## config.mk

```make
export PLATFORM = sky130hd
export DESIGN_NAME = urdiv_stage
export DESIGN_NICKNAME = d
export VERILOG_FILES = /design/src/hdl/urdiv_pkg.sv /design/src/hdl/urdiv_stage.sv
export SDC_FILE = /design/constraint.sdc
export NUM_CORES = 1
export LEC_CHECK = 0
export BUFFER_PORTS_ARGS = -buffer_cell sky130_fd_sc_hd__buf_2
export CAP_MARGIN = 20
export CORE_UTILIZATION = 35
export DETAILED_ROUTE_END_ITERATION = 10
export PLACE_DENSITY_LB_ADDON = 0.2
export SYNTH_ARGS = -nofsm -noshare
export SYNTH_HDL_FRONTEND = slang
export SYNTH_SLANG_ARGS = --single-unit
export TNS_END_PERCENT = 1
```

## constraint.sdc

```tcl
create_clock -name clock -period 4.4 [get_ports clock]
set_clock_uncertainty 0.1 [all_clocks]
set_input_delay 1.1 -clock clock [delete_from_list [all_inputs] [get_ports clock]]
set_output_delay 1.1 -clock clock [all_outputs]
set_load 0.02 [all_outputs]
```

## src/hdl/urdiv_pkg.sv

```systemverilog
`timescale 1ns / 1ps
`default_nettype none
// ----------------------------------------------------------------------------
// urdiv_pkg
// Shared constants for the pipelined unsigned restoring divider.
// ----------------------------------------------------------------------------
package urdiv_pkg;

   // Default operand and quotient width
   localparam int unsigned DATA_WIDTH_DEF = 64;

endpackage : urdiv_pkg
`default_nettype wire

```

## src/hdl/urdiv_stage.sv

```systemverilog
`timescale 1ns / 1ps
`default_nettype none
// ----------------------------------------------------------------------------
// urdiv_stage
// One registered step of restoring division: shift the next dividend bit
// into the partial remainder, trial-subtract the divisor, keep the
// difference when it does not go negative, and shift the quotient bit in.
// ----------------------------------------------------------------------------
module urdiv_stage #(
   parameter int unsigned DATA_WIDTH = urdiv_pkg::DATA_WIDTH_DEF
) (
   input  wire logic                  clock,
   input  wire logic                  reset,
   input  wire logic                  in_valid,
   input  wire logic [DATA_WIDTH-1:0] in_rem,
   input  wire logic [DATA_WIDTH-1:0] in_nq,
   input  wire logic [DATA_WIDTH-1:0] in_div,
   output logic                       out_valid,
   output logic [DATA_WIDTH-1:0]      out_rem,
   output logic [DATA_WIDTH-1:0]      out_nq,
   output logic [DATA_WIDTH-1:0]      out_div
);

   logic                  valid_ff;
   logic [DATA_WIDTH-1:0] rem_ff;
   logic [DATA_WIDTH-1:0] rem_in;
   logic [DATA_WIDTH-1:0] nq_ff;
   logic [DATA_WIDTH-1:0] nq_in;
   logic [DATA_WIDTH-1:0] div_ff;
   logic [DATA_WIDTH:0]   shifted;
   logic [DATA_WIDTH:0]   diff;
   logic                  take;

   // Trial subtract on the remainder widened by the bit shifted out of the top
   always_comb begin
      shifted = {in_rem, in_nq[DATA_WIDTH-1]};
      diff    = shifted - {1'b0, in_div};
      take    = (shifted >= {1'b0, in_div});
      rem_in  = take ? diff[DATA_WIDTH-1:0] : shifted[DATA_WIDTH-1:0];
      nq_in   = {in_nq[DATA_WIDTH-2:0], take};
   end

   // Advance the valid bit; clear it on reset
   always_ff @(posedge clock) begin
      if (reset) begin
         valid_ff <= 1'b0;
      end else begin
         valid_ff <= in_valid;
      end
   end

   // Advance the data word
   always_ff @(posedge clock) begin
      rem_ff <= rem_in;
      nq_ff  <= nq_in;
      div_ff <= in_div;
   end

   assign out_valid = valid_ff;
   assign out_rem   = rem_ff;
   assign out_nq    = nq_ff;
   assign out_div   = div_ff;

   // The partial remainder always stays below a non-zero divisor
   a_rem_below_div : assert property (@(posedge clock) disable iff (reset)
      (valid_ff && (div_ff != '0)) |-> (rem_ff < div_ff))
      else $error("urdiv_stage: partial remainder not below divisor");

   // A valid word here came from a valid word at this stage's input
   a_valid_origin : assert property (@(posedge clock) disable iff (reset)
      valid_ff |-> $past(in_valid))
      else $error("urdiv_stage: valid bit without a source word");

   // The divisor travels with its word unchanged
   a_div_carried : assert property (@(posedge clock) disable iff (reset)
      valid_ff |-> (div_ff == $past(in_div)))
      else $error("urdiv_stage: divisor changed between steps");

endmodule : urdiv_stage
`default_nettype wire

```

Word level (Yosys, flattened, before mapping)
Index checks and enable logic that the tools add are counted.
{"block": "op_classes", "n_addsub": 1, "n_lt_le_gt_ge": 1, "mux": 1}
{"op": ">= comparator 65 x 64 -> 1 bit", "count": 1}
{"op": "2-to-1 mux 64 bit", "count": 1}
{"op": "subtractor 64 bit", "count": 1}
{"block": "word_totals", "register_bits": 193, "in_bits": 195}

Depth between registers and ports, before layout
{"block": "depth", "word_depth": 2, "ltp_mapped": 15}

Worst setup path before layout
Ideal clock, no wire load.
{"block": "synth_path", "kind": "input to register", "start": "input in_nq[63]", "end": "register rem_ff[62], in the netlist out_rem[62]", "setup_ns": 0.123, "arrival_time_ns": 3.480, "slack_ns": 0.698, "stages": 13, "path_cell_list": "inv_1 -> ha_1 -> fa_1 -> nand2b_1 -> a21oi_1 -> o21a_1 -> o21ai_1 -> a31oi_2 -> o2111a_1 -> nor3_4 -> a2111oi_1 -> o31a_1 -> o31ai_2"}
{"block": "synth_between", "elab_chain_cells": 2}
{"item": "start, declared", "line_no": "urdiv_stage.sv:16", "rtl": "input wire logic [DATA_WIDTH-1:0] in_nq,"}
{"item": "subtractor 64 bit or >= comparator 65 x 64 -> 1 bit (tied branches)", "line_no": "urdiv_stage.sv:37, urdiv_stage.sv:38"}
{"item": "2-to-1 mux 64 bit (*)", "line_no": "urdiv_stage.sv:39", "rtl": "rem_in = take ? diff[DATA_WIDTH-1:0] : shifted[DATA_WIDTH-1:0];"}
{"item": "named net rem_in[62]", "line_no": "urdiv_stage.sv:26", "rtl": "logic [DATA_WIDTH-1:0] rem_in;"}
{"item": "end signal, assigned", "line_no": "urdiv_stage.sv:54", "rtl": "rem_ff <= rem_in;"}
{"item": "end, declared", "line_no": "urdiv_stage.sv:25", "rtl": "logic [DATA_WIDTH-1:0] rem_ff;"}
The timed path passes the listed nets; every way through them passes the cells marked *.
A chain may end at the register's enable or synchronous reset.

Worst setup path in the final report
Same ends and word-level chain as after synthesis.

==> run metrics <==
non-filler instance count after layout 1731; Area Overhead vs Synth 33.4%; Final #Nets 1648; pwr dens 419 nW/um2; chip height 161 um; routed vias/inst 4.88; GRT met3 Usage 5.14%; fin. max-slew vios 0; total number of H-tree levels 4; input/output buffers 387; flops & latches, synth 193; largest net degree at the start of global routing 30; placed cells 1693; Hold Crit Class in2reg; gr busiest metal met2; fraction of the yosys area taken by sequential cells 43.6%; VDD IR-drop max 239 uV; clk sinks 193; # hold bufs at CTS 0; outcome completed; post-layout min period 3.94 ns; Syn. warnings 0; met1 Track Usage GR 25.2%; CP Capture Type register; global-route wire length before repair 44.2 mm; ys flop type dfxtp_1; CTS resizes 0; global route overflow 0; initial DRC count 403; Post-Syn Nets 1257; fmax 254 MHz; RSZ-0062 raised after global routing no; Multi-input gate area 4480 um2; antenna violations before repair 9; Synth async-reset ratio 0%; arrival time at the worst endpoint 4.19 ns; Mean Syn Cell Area 8.88 um2; vias 8439; grt met2 use 40.5%; Fillers 2450; synth unique cells 76; Initial Util 36.1%; Root Buffer clkbuf_16; Slew Limit Headroom 63.4%; TritonCTS clock tree built; total global-route track usage 22.2%; Post-Synthesis Cells 997; Post-synth EDFFs 0; DP Area 11200 um2; Fin Setup TNS 0 ns; worst-margin pin slew 0.547 ns; TritonCTS buffer count 17; DR WL/cell 16.7 um; drt drc 0; setup bufs post-CTS 0; Lkg Pwr 5.92 nW; Synth Cell Area 8850 um2; final setup fails 0; hpwl dp 23.8 mm; design area 11800 um2; max cap viols 0; Row Count 57; Setup crit start kind primary input; Post-DRT Antenna Nets 0; share of cells above drive strength 1 33.6%; Register Area 3860 um2; final hold vios 0; fin crit share 89.5%; data required time of the worst path 4.65 ns; 1st-pass router iterations 6; core footprint 24500 um2; Reg clk slew, reported paths 0.09 ns; Die W 161 um; critical path class in2reg; CP max FO 6; Post-Place Worst Slack 0.0298 ns; io pins 388; Worst Slack Setup Final 0.464 ns; number of global-route vias before repair 8384; gpl congestion 0.853; die area 25900 um2; Detailed Route WL 28.9 mm; Max clock buf depth 2
through the flow:
| step | util (%) | hold slack (ns) | power (mW) |
|---|---|---|---|
| 6_report | 48.1 | 0.644 | 4.95 |
| 5_1_grt | 48.1 | 0.627 | 5.21 |
| 4_1_cts | 48.1 | 0.632 | 5.01 |
| 3_5_place_dp | 45.5 | 1.10 | 3.36 |
| 3_3_place_gp | 45.5 | 1.10 | 3.36 |
| 2_1_floorplan | - | 1.03 | 2.88 |
synth_stat cells, types with 19 or more instances:
cell type	number	share of area, %
dfxtp_1	193	44
a21oi_1	106	6.0
nor2_1	93	3.9
nand2_1	91	3.9
inv_1	81	3.4
ha_1	64	9.0
o21ai_0	42	2.4
a21o_1	32	2.7
xor2_1	27	2.7
xnor2_1	22	2.2
buf_2	19	1.1
nand3_1	19	1.1
critical path: stages:
cell       delay (ns)
buf_2            0.09
inv_1            0.04
ha_1             0.22
fa_1             0.39
nand2b_1         0.19
a21oi_1          0.18
o21a_1           0.21
o21ai_1          0.12
a31oi_2          0.31
o2111a_1         0.33
nor3_4           0.09
a2111oi_1        0.59
nor4_1           0.12
o31ai_2          0.21
flip-flops by register name (all words and copies together) (netlist names):
name / count
out_nq: 64
out_div: 64
out_valid: 1
out_rem: 64
logic make-up (layout without fill, tap and decap cells):
group | count (synthesis) | count (layout) | synth area share (%)
adders and majority gates | 65 | 65 | 9.27
and+or+nand+nor | 291 | 291 | 15.6
buffers and inverters | 117 | 521 | 5.72
AOI/OAI and AO/OA | 280 | 280 | 20.6
muxes | 2 | 2 | 0.240
xor gates and xnor gates | 49 | 49 | 4.85
DFF | 193 | 193 | 43.6
other | 0 | 6 | 0
report_power, final:
group	switching, mW	internal [mW]	total [mW]
sequential	0.0438	1.93	1.98
clock	0.846	0.787	1.63
combinational	0.839	0.504	1.34
layout make-up:
class | instances | area share (%)
inverters | 82 | 2.63
repair buffers | 407 | 17.9
diodes | 6 | 0.127
flip-flops and latches | 193 | 32.7
well taps | 324 | 3.43
multi-input cells | 687 | 38.0
clock inverters | 15 | 1.65
clock buffers | 17 | 3.60
worst paths after layout:
check	start	end	slack, ns	cells after the start
worst max-delay path	in_nq[63]	out_rem[62]	0.46	14
worst min-delay path	in_nq[47]	out_nq[48]	0.64	1
per-layer routing:
layer / up-vias / part of all wire [%]
met5: - / 0.14
met4: 6 / 1.8
met3: 38 / 6.1
met2: 299 / 51
met1: 3847 / 41
li1: 4249 / -
layout by cell type, fill, tap and decap left out, types with 27 or more instances in the layout:
cell / Yosys / routed
a21o_1: 32 / 32
a21oi_1: 106 / 106
buf_2: 19 / 387
dfxtp_1: 193 / 193
ha_1: 64 / 64
inv_1: 81 / 81
nand2_1: 91 / 91
nor2_1: 93 / 93
o21ai_0: 42 / 42
xor2_1: 27 / 27
No activity file was read; power rests on OpenSTA's default activity.
